$ cat src/rtl/wlpf_pkg.sv
package wlpf_pkg;

  localparam int SCREEN_WIDTH  = 160;
  localparam int SCREEN_HEIGHT = 144;
  localparam int RAM_DEPTH     = 8192;

  localparam int RAM_AW  = $clog2(RAM_DEPTH);
  localparam int BANK_DEPTH = RAM_DEPTH / 2;
  localparam int BANK_AW = $clog2(BANK_DEPTH);

  localparam logic [8:0] WIN_X_LIMIT = 9'd166;
  localparam logic [8:0] WIN_X_SHIFT = 9'd7;

  localparam int LCDC_BG_EN    = 0;
  localparam int LCDC_UNSIGNED = 4;
  localparam int LCDC_WIN_EN   = 5;
  localparam int LCDC_MAP_SEL  = 6;

  localparam logic [1:0] MAP_PREFIX = 2'b11;

  localparam logic KIND_WRITE = 1'b0;
  localparam logic KIND_QUERY = 1'b1;

  typedef enum logic [1:0] {
    REG_LCD_CONTROL = 2'd0,
    REG_WINDOW_X    = 2'd1,
    REG_WINDOW_Y    = 2'd2
  } reg_index_t;

  typedef struct packed {
    logic              valid;
    logic              kind;
    logic              covered;
    logic              unsigned_data;
    logic [7:0]        win_col;
    logic [7:0]        win_row;
    logic [RAM_AW-1:0] map_addr;
    logic [RAM_AW-1:0] wr_addr;
    logic [7:0]        wr_data;
  } locate_t;

endpackage

$ cat src/rtl/wlpf_locate.sv
module wlpf_locate import wlpf_pkg::*; (
  input  logic              clk,
  input  logic              rst,
  input  logic              en,
  input  logic              in_valid,
  input  logic              kind,
  input  logic [RAM_AW-1:0] ram_address,
  input  logic [7:0]        ram_data,
  input  logic [7:0]        screen_x,
  input  logic [7:0]        screen_y,
  input  logic [7:0]        lcd_control,
  input  logic [7:0]        window_x,
  input  logic [7:0]        window_y,
  output locate_t           loc
);

  localparam logic [8:0] WIDTH_LIM  = 9'(SCREEN_WIDTH);
  localparam logic [8:0] HEIGHT_LIM = 9'(SCREEN_HEIGHT);

  logic [8:0] x_shift;
  logic [7:0] col;
  logic [7:0] row;
  logic       cov;

  always_comb begin
    x_shift = {1'b0, screen_x} + WIN_X_SHIFT;
    col     = 8'(x_shift - {1'b0, window_x});
    row     = screen_y - window_y;
    cov     = (kind == KIND_QUERY)
              && lcd_control[LCDC_BG_EN] && lcd_control[LCDC_WIN_EN]
              && ({1'b0, window_x} <= WIN_X_LIMIT)
              && ({1'b0, window_y} < HEIGHT_LIM)
              && ({1'b0, screen_x} < WIDTH_LIM)
              && ({1'b0, screen_y} < HEIGHT_LIM)
              && (x_shift >= {1'b0, window_x})
              && (screen_y >= window_y);
  end

  always_ff @(posedge clk) begin
    if (rst) begin
      loc.valid <= 1'b0;
    end else if (en) begin
      loc.valid <= in_valid;
    end
    if (en) begin
      loc.kind          <= kind;
      loc.covered       <= cov;
      loc.unsigned_data <= lcd_control[LCDC_UNSIGNED];
      loc.win_col       <= col;
      loc.win_row       <= row;
      loc.map_addr      <= {MAP_PREFIX, lcd_control[LCDC_MAP_SEL], row[7:3], col[7:3]};
      loc.wr_addr       <= ram_address;
      loc.wr_data       <= ram_data;
    end
  end

endmodule

$ cat config.mk
export PLATFORM = sky130hd
export DESIGN_NAME = wlpf_locate
export DESIGN_NICKNAME = d
export VERILOG_FILES = /design/src/rtl/wlpf_pkg.sv /design/src/rtl/wlpf_locate.sv
export SDC_FILE = /design/constraint.sdc
export NUM_CORES = 1
export LEC_CHECK = 0
export BUFFER_PORTS_ARGS = -buffer_cell sky130_fd_sc_hd__buf_2
export CAP_MARGIN = 20
export CORE_MARGIN = 2
export CORE_UTILIZATION = 48
export DETAILED_ROUTE_END_ITERATION = 8
export GPL_TIMING_DRIVEN = 0
export PLACE_DENSITY = 0.85
export SETUP_SLACK_MARGIN = 0.3
export SKIP_LAST_GASP = 1
export SLEW_MARGIN = 20
export SYNTH_ARGS = -nofsm -noshare
export SYNTH_HDL_FRONTEND = slang
export SYNTH_SLANG_ARGS = --single-unit
export TNS_END_PERCENT = 20
$ cat constraint.sdc
create_clock -name clk -period 4.5 [get_ports clk]
set_input_delay 0.9 -clock clk [delete_from_list [all_inputs] [get_ports clk]]
set_output_delay 0.9 -clock clk [all_outputs]
set_load 0.03 [all_outputs]
==> metrics, run 1 <==
Hold Crit Class reg -> reg; Filler cells 339; DRT Wirelength 4.57 mm; Tot Pwr 1.15 mW; Synth Instances 184; clk_skew 0 ps; FP Rows 24; setup TNS 0 ps; status finished clean; Slew Viols, Final 0; dpl ws 1590 ps; Peak VDD IR 0.000160 V; CTS Buffer Depth 2; die area 0.00522 sq mm; CTS resizes 0; Core Box Area 0.00441 sq mm; WP data arrival 2630 ps; crit end category register; clk_lat worst skew 280 ps; initial antenna violation count 0; Cell variety after synth 36; fin nets 390; DP HPWL 3.82 mm; Final GP Congestion 0.773; largest register by flop count loc; Yosys top cell by area edfxtp_1; power share of the sequential group 43.5%; Max Clk Rate 384 MHz; PwrDens 386 mW/mm^2; post-CTS setup buffers 0; power share of the clock group 24.2%; CTS H-Tree Depth 2; CTS Hold Buffers Added 0; worst slew pin tran 889 ps; layout cells sized above 1 43.5%; All-Layer GR Usage 17.6%; Finished Layout Cells 358; die height 72.3 um; Synth Cell Area 0.00224 sq mm; switch share 31.4%; Avg Cell Area, Syn 12.2 sq um; Seq cells post-synth 42; Ports 120; RSZ-0062 raised after global routing false; Die Width 72.3 um; CP Data Required Time 4520 ps; sequential area share after synthesis 56.0%; clk slew on worst S/H paths 70 ps; final setup fails 0; CP max stage cell o41ai_1; drt initial violations 81; Max Cap Viol 0; Post-synth top flop edfxtp_1; Post-synth EDFFs 41; worst slew margin relative to its limit 40.7%; post-route ant nets 0; final worst slack 1890 ps; Avg WL per Cell 12.8 um; CTS Root Cell clkbuf_8; fin crit period 2610 ps; Vias 1,733; max reg flops 42; most frequent cells in the layout buf_2, edfxtp_1, inv_1, ha_1, nor2_1; clock sinks 42; Port Buffers 113; ordered list of cells on the worst path buf_2, inv_1, ha_1, nand2b_1, nand2_1, xnor2_1, ha_1, nand3_1, o22ai_1, o41ai_1, xnor2_1; Gate power share 32.3%; first-pass GRT wire length 7.18 mm; switching pwr 0.361 mW; area delta synth->final 33.1%; n_diodes 0; DRC 0; total number of yosys warnings 0; Leak 1.44 nW; ys async rst share 0%; Internal 0.788 mW; critical path class in -> reg; Placed Cells 350; initial core utilization 50.7%; largest net degree at the start of global routing 43; CP Max Fanout 3; worst hold slack 521 ps; CTS tree done; period utilization 57.9%; Num CTS Buffers 5; top cells by area, synth edfxtp_1, ha_1, xnor2_1; critical path's largest stage delay 360 ps; final hold vios 0; first drt pass iteration count 4; global route total overflow 0; via density per instance 4.84; most common library cell in the layout ignoring fill and taps buf_2; top flop regs loc: 42 flops; Worst Setup Start Kind input port; post-synth top area share 55.1%; vias in the first global route 1,635
[layout make-up]
type                            instances  area (sq um)  share of cell area, %
Clock buffer                            7          76.3                   2.56
Buffer                                 12          90.1                   3.03
Timing Repair Buffer                  113           566                   19.0
Clock inverter                          1          30.0                   1.01
Sequential cell                        42          1250                   42.0
Tap cell                               52          65.1                   2.19
Inverter                               25          93.8                   3.15
Multi-Input combinational cell        106           805                   27.0
[cells by family (layout without fill, tap and decap cells)]
logic type	Yosys count	after routing	synth area share [%]
buffers and inverters	37	158	8.23
other	1	2	0.168
adders and majority gates	19	19	11.3
muxes	1	1	0.448
and+or+nand+nor	38	38	8.28
AOI/OAI and AO/OA	30	30	9.35
DFF	42	42	56.0
xor gates and xnor gates	16	16	6.27
[per-stage QoR]
stage	cell area, sq um	utilization [%]
after CTS	2980	67.4
after global placement	2870	65.0
final	2980	67.4
after global routing	2980	67.4
after floorplan	2240	-
after detailed placement	2870	65.0
[critical path, delay by kind of cell]
family	cells	cell delay [ps]
adders and majority gates	2	530
AOI/OAI and AO/OA	2	480
and+or+nand+nor	3	330
xor gates and xnor gates	2	240
buffers and inverters	2	140
[per-layer routing]
layer  wire length [um]  vias to the layer above  track usage, %
met5                  0                        -               0
met3                448                        5            4.44
met2               2240                       87            32.0
li1                   -                      884               -
met1               1840                      757            20.8
met4                 44                        0            4.40
[synth_stat cells (2+ instances only)]
library cell / count
nand4_1: 4
o41ai_1: 3
nor3_1: 5
nand2_1: 6
o21ai_0: 3
o31a_1: 2
fa_1: 2
nand3_1: 5
inv_1: 25
edfxtp_1: 41
nor2_1: 13
o21a_1: 2
xnor2_1: 12
xor2_1: 4
a21o_1: 2
buf_4: 12
ha_1: 17
a21oi_1: 7
o31ai_1: 2
[worst paths after layout]
check / slack, ps / end / depth (start not counted) / from
max: 1890 / loc[25] / 11 / screen_x[0]
min: 520 / loc[53] / 2 / loc[53]
max reg2reg: 3900 / loc[53] / 2 / loc[53]
min reg2reg: 520 / loc[53] / 2 / loc[53]
[power groups by stage]
| stage | registers, mW | logic (mW) | clock network (mW) |
|---|---|---|---|
| 2_1_floorplan | 0.599 | 0.166 | 0 |
| 4_1_cts | 0.501 | 0.374 | 0.287 |
| 5_1_grt | 0.505 | 0.400 | 0.303 |
| 3_3_place_gp | 0.508 | 0.363 | 0 |
| 3_5_place_dp | 0.509 | 0.373 | 0 |
| 6_report | 0.500 | 0.371 | 0.277 |
Power figures use the tool's default switching activity.
==> inputs of run 2 (changes only) <==
- CORE_UTILIZATION: 48 -> 45
- PLACE_DENSITY: 0.85 -> 0.8
- clock period: 4.5 -> 2.5 ns (I/O delays scaled with it)
==> run 2 against run 1 <==
  * Clock power up 83%
  * Critical path depth down 3
  * Cell count up 4.2%
  * Sequential cell count unchanged
  * Hold slack worse by 160 ps
  * Global-route usage down 1.3 points
  * Sequential power up 80%
  * Non-clock buffer count unchanged
  * Combinational power up 81%
  * Cell area up 1.1%
  * Core utilization down 4.1 points
  * Critical path type unchanged
==> metrics, run 2 (synthesis results as in run 1) <==
Slew Viols, Final 0 (unchanged); most frequent cells in the layout buf_2, edfxtp_1, inv_1, ha_1, nor2_1; Port Buffers 113 (unchanged); Worst Setup Start Kind input port; clock sinks 42 (unchanged); clk_lat worst skew 280 ps (about the same); Ports 120 (unchanged); CTS Buffer Depth 2 (unchanged); Max Cap Viol 0 (unchanged); Peak VDD IR 0.000326 V (+100%); CTS tree done; most common library cell in the layout ignoring fill and taps buf_2; Leak 1.44 nW (+0.24%); Hold Crit Class in -> reg; first drt pass iteration count 4 (unchanged); clk_skew 0 ps (unchanged); CTS Hold Buffers Added 0 (unchanged); dpl ws 33.4 ps (-1560 ps); CP Max Fanout 4 (+1); critical path class in -> reg; Die Width 74.5 um (+3.1%); CTS resizes 0 (unchanged); Internal 1.42 mW (+80%); switch share 31.7% (+0.27 points); worst slew margin relative to its limit 41.5% (+0.76 points); power share of the sequential group 43.4% (about the same); final worst slack 335 ps (-1560 ps); post-route ant nets 0 (unchanged); Num CTS Buffers 5 (unchanged); Final GP Congestion 0.794 (+2.7%); post-CTS setup buffers 0 (unchanged); RSZ-0062 raised after global routing true; Filler cells 414 (+22%); drt initial violations 85 (+4.9%); period utilization 86.6%; final setup fails 0 (unchanged); CP Data Required Time 2520 ps (-2000 ps); clk slew on worst S/H paths 70 ps (about the same); CTS H-Tree Depth 2 (unchanged); CTS Root Cell clkbuf_8; power share of the clock group 24.3% (about the same); status finished clean; PwrDens 690 mW/mm^2 (+79%); area delta synth->final 34.6%; first-pass GRT wire length 6.69 mm (-6.8%); switching pwr 0.658 mW (+82%); largest net degree at the start of global routing 43 (unchanged); FP Rows 25 (+4.2%); global route total overflow 0 (unchanged); max reg flops 42 (unchanged); worst slew pin tran 878 ps (-11.4 ps); Tot Pwr 2.08 mW (+81%); largest register by flop count loc; WP data arrival 2180 ps (-450 ps); Finished Layout Cells 373 (+4.2%); initial core utilization 47.0% (-3.6 points); n_diodes 0 (unchanged); Core Box Area 0.00475 sq mm (+7.7%); fin nets 390 (unchanged); DP HPWL 3.91 mm (+2.3%); DRT Wirelength 4.72 mm (+3.4%); setup TNS 0 ps (unchanged); DRC 0 (unchanged); crit end category register; layout cells sized above 1 44.4% (+0.98 points); fin crit period 2160 ps; final hold vios 0 (unchanged); die height 74.5 um (+3.1%); top flop regs loc: 42 flops; vias in the first global route 1,486 (-9.1%); Avg WL per Cell 12.7 um (-0.74%); All-Layer GR Usage 16.3% (-1.3 points); Gate power share 32.3% (about the same); Vias 1,746 (+0.75%); via density per instance 4.68 (-3.3%); Max Clk Rate 462 MHz; Placed Cells 365 (+4.3%); die area 0.00555 sq mm (+6.3%); initial antenna violation count 0 (unchanged)
-- run 2: changes by cell type in the layout (fill, tap and decap cells not counted) --
| cell | before | now |
|---|---|---|
| a21oi_1 | 7 | 6 |
| a21oi_2 | 0 | 1 |
| clkbuf_1 | 2 | 1 |
| clkinvlp_4 | 0 | 1 |
| o41ai_1 | 3 | 2 |
| o41ai_2 | 0 | 1 |
-- run 2: final timing paths --
path	start	cells after the start	slack, ps	endpoint
min reg2reg	loc[53]	2	530	loc[53]
min	rst	2	360	loc[53]
max reg2reg	loc[53]	2	1900	loc[53]
max	screen_x[2]	8	340	loc[51]
-- run 2: critical path: stages --
cell,delay (ps)
buf_2,120
nor3_1,350
xnor2_1,170
ha_1,310
a21oi_1,210
o22ai_1,140
o31ai_1,250
a31oi_1,130
-- run 2: stage by stage --
stage	utilization, %	hold WS (ps)	instance area (sq um)
floorplan	-	572	2240
global placement	60.8	495	2890
detailed placement	60.8	525	2890
CTS	63.1	353	3000
global route	63.3	358	3010
finish	63.3	361	3010
-- run 2: final cells by class --
cell class / instances / area (sq um) / share of cell area (%)
Sequential cell: 42 / 1250 / 41.6
Multi-Input combinational cell: 106 / 816 / 27.1
Timing Repair Buffer: 113 / 566 / 18.8
Inverter: 25 / 93.8 / 3.12
Buffer: 12 / 90.1 / 2.99
Tap cell: 67 / 83.8 / 2.78
Clock buffer: 6 / 72.6 / 2.41
Clock inverter: 2 / 37.5 / 1.25
-- run 2: per-layer routing --
metal / up-vias / share of wire [%] / global-route usage, %
li1: 891 / - / -
met1: 766 / 40 / 18.8
met2: 83 / 50 / 29.1
met3: 6 / 8.4 / 3.52
met4: 0 / 1.8 / 7.14
met5: - / 0 / 0
-- run 2: power groups by stage --
stage / clock network, mW / logic (mW) / registers (mW)
after floorplan: 0 / 0.300 / 1.08
after global placement: 0 / 0.657 / 0.913
after detailed placement: 0 / 0.667 / 0.918
after CTS: 0.521 / 0.669 / 0.902
after global routing: 0.546 / 0.731 / 0.910
final: 0.506 / 0.671 / 0.901
==> inputs of run 3 (changes only) <==
- PLACE_DENSITY: 0.8 -> 0.79
==> run 3 against run 2 <==
  * Global-route usage down 1.6 points
  * Sequential cell count unchanged
  * Highest routed layer unchanged
  * Count of clock-buffer cells in the layout grew 1
  * Combinational power is 0.6% lower
  * Cell area fell by 1.0%
  * Power shrank 6.2%
  * Sequential power about the same
  * Critical path type unchanged
  * Hold slack improved by 12 ps
  * Critical path depth is 2 higher
  * Register-to-register slack better by 20 ps
  * Non-clock buffer count unchanged
  * Critical endpoint is now loc[48]
==> metrics, run 3 (synthesis results as in run 1) <==
top flop regs loc: 42 flops; Die Width 74.5 um (unchanged); WP data arrival 2180 ps (about the same); routed length on met3 422 um (+6.6%); post-route ant nets 0 (unchanged); Port Buffers 113 (unchanged); Post-Route Utilization 62.7% (-0.66 points); Max Clk Rate 464 MHz (+0.46%); Core Box Area 0.00475 sq mm (unchanged); top sig layer met4; CTS H-Tree Depth 2 (unchanged); Ports 120 (unchanged); initial antenna violation count 0 (unchanged); CTS Root Cell clkbuf_8; met1 wire length 1.80 mm (-4.3%); FP Rows 25 (unchanged); Vias 1,733 (-0.74%); drt initial violations 65 (-24%); critical path's largest stage delay 430 ps (+80 ps); vias in the first global route 1,431 (-3.7%); DRT Wirelength 4.35 mm (-7.9%); clk slew on worst S/H paths 70 ps (about the same); Peak VDD IR 0.000276 V (-15%); All-Layer GR Usage 14.7% (-1.6 points); first drt pass iteration count 4 (unchanged); reg-to-reg startpoint loc[53]; worst slew pin tran 876 ps (-2.23 ps); layout cells sized above 1 43.9% (-0.51 points); first-pass GRT wire length 6.18 mm (-7.5%); die height 74.5 um (unchanged); Worst Setup Start Kind input port; clk_skew 0 ps (unchanged); CP Data Required Time 2530 ps (about the same); PwrDens 654 mW/mm^2 (-5.2%); design area 0.00298 sq mm (-1.0%); most common library cell in the layout ignoring fill and taps buf_2; hold_sp rst; reg-to-reg slack, setup 1920 ps (+20 ps); period utilization 86.2% (-0.40 points); Hold Crit Class in -> reg; fin crit period 2150 ps (-9.92 ps); n_diodes 0 (unchanged); largest register by flop count loc; critical path class in -> reg; crit end category register; CP max stage cell fa_1; Leak 1.43 nW (-0.82%); area delta synth->final 33.2%; max reg flops 42 (unchanged); fin nets 390 (unchanged); Max Cap Viol 0 (unchanged); CTS Buffer Depth 2 (unchanged); Num CTS Buffers 5 (unchanged); Reg2Reg Capture Point loc[53]; met2 wire length 2.07 mm (-12%); largest net degree at the start of global routing 43 (unchanged); Finished Layout Cells 372 (-0.27%); final setup fails 0 (unchanged); clock sinks 42 (unchanged); setup TNS 0 ps (unchanged); status finished clean; ordered list of cells on the worst path buf_2, inv_1, ha_1, inv_1, fa_1, a21o_1, a21oi_1, o21bai_1, a21oi_1, xnor2_1; worst slew margin relative to its limit 41.6% (+0.15 points); final hold vios 0 (unchanged); via density per instance 4.66 (-0.48%); CTS tree done; die area 0.00555 sq mm (unchanged); most frequent cells in the layout buf_2, edfxtp_1, inv_1, ha_1, nor2_1; DRC 0 (unchanged); CTS Hold Buffers Added 0 (unchanged); global route total overflow 0 (unchanged); DP Area 0.00289 sq mm (unchanged); worst reg2reg path depth 2 (unchanged); DP HPWL 3.64 mm (-7.0%); initial core utilization 47.0% (unchanged); Slew Viols, Final 0 (unchanged); Final GP Congestion 0.765 (-3.7%); Hold Crit Endpoint loc[53]; Avg WL per Cell 11.7 um (-7.7%); Placed Cells 365 (unchanged); CP Max Fanout 3 (-1); clk_lat worst skew 270 ps (about the same); hold path depth 2 (unchanged); RSZ-0062 raised after global routing true; Filler cells 414 (unchanged)
==> run 3: final cells by class <==
class | instances | area, sq um | area share, %
Inverter | 25 | 93.8 | 3.15
Buffer | 12 | 90.1 | 3.02
Tap cell | 67 | 83.8 | 2.81
Multi-Input combinational cell | 106 | 818 | 27.5
Clock buffer | 7 | 76.3 | 2.56
Sequential cell | 42 | 1250 | 42.0
Timing Repair Buffer | 113 | 566 | 19.0
==> run 3: worst max-delay path by stage <==
stage                start       to  slack (ps)
2_1_floorplan  screen_x[0]  loc[48]         320
3_3_place_gp   screen_x[0]  loc[25]          20
3_5_place_dp   screen_x[0]  loc[25]           2
4_1_cts        screen_x[0]  loc[25]         350
5_1_grt        screen_x[0]  loc[48]         230
6_report       screen_x[0]  loc[48]         350
==> run 3: per-stage QoR <==
step	worst slack, ps	power (mW)	hold slack, ps
4_1_cts	348	1.97	363
5_1_grt	230	2.05	368
6_report	345	1.95	373
2_1_floorplan	315	1.38	572
3_3_place_gp	24.9	1.57	476
3_5_place_dp	2.21	1.58	485
==> run 3: report_power, final <==
part / internal (mW) / total (mW) / switching [mW]
clock network: 0.192 / 0.379 / 0.187
logic: 0.249 / 0.667 / 0.419
registers: 0.874 / 0.902 / 0.0278
==> run 3: repair_timing <==
item / CTS / global route
resized for setup: 1 / 1
endpoints found under the setup margin: 1 / 4
buffers inserted: 0 / 0
==> run 3: worst max-delay path: cells and delay by family <==
kind	cells	cell delay, ps
buffers and inverters	3	200
adder cells (fa/ha/maj)	2	690
XOR/XNOR	1	80
AO/OA/AOI/OAI	4	690
==> run 3: per-layer routing <==
metal	vias up	GRT usage (%)
li1	885	-
met3	6	3.39
met5	-	0
met2	80	25.1
met1	762	18.0
met4	0	5.95
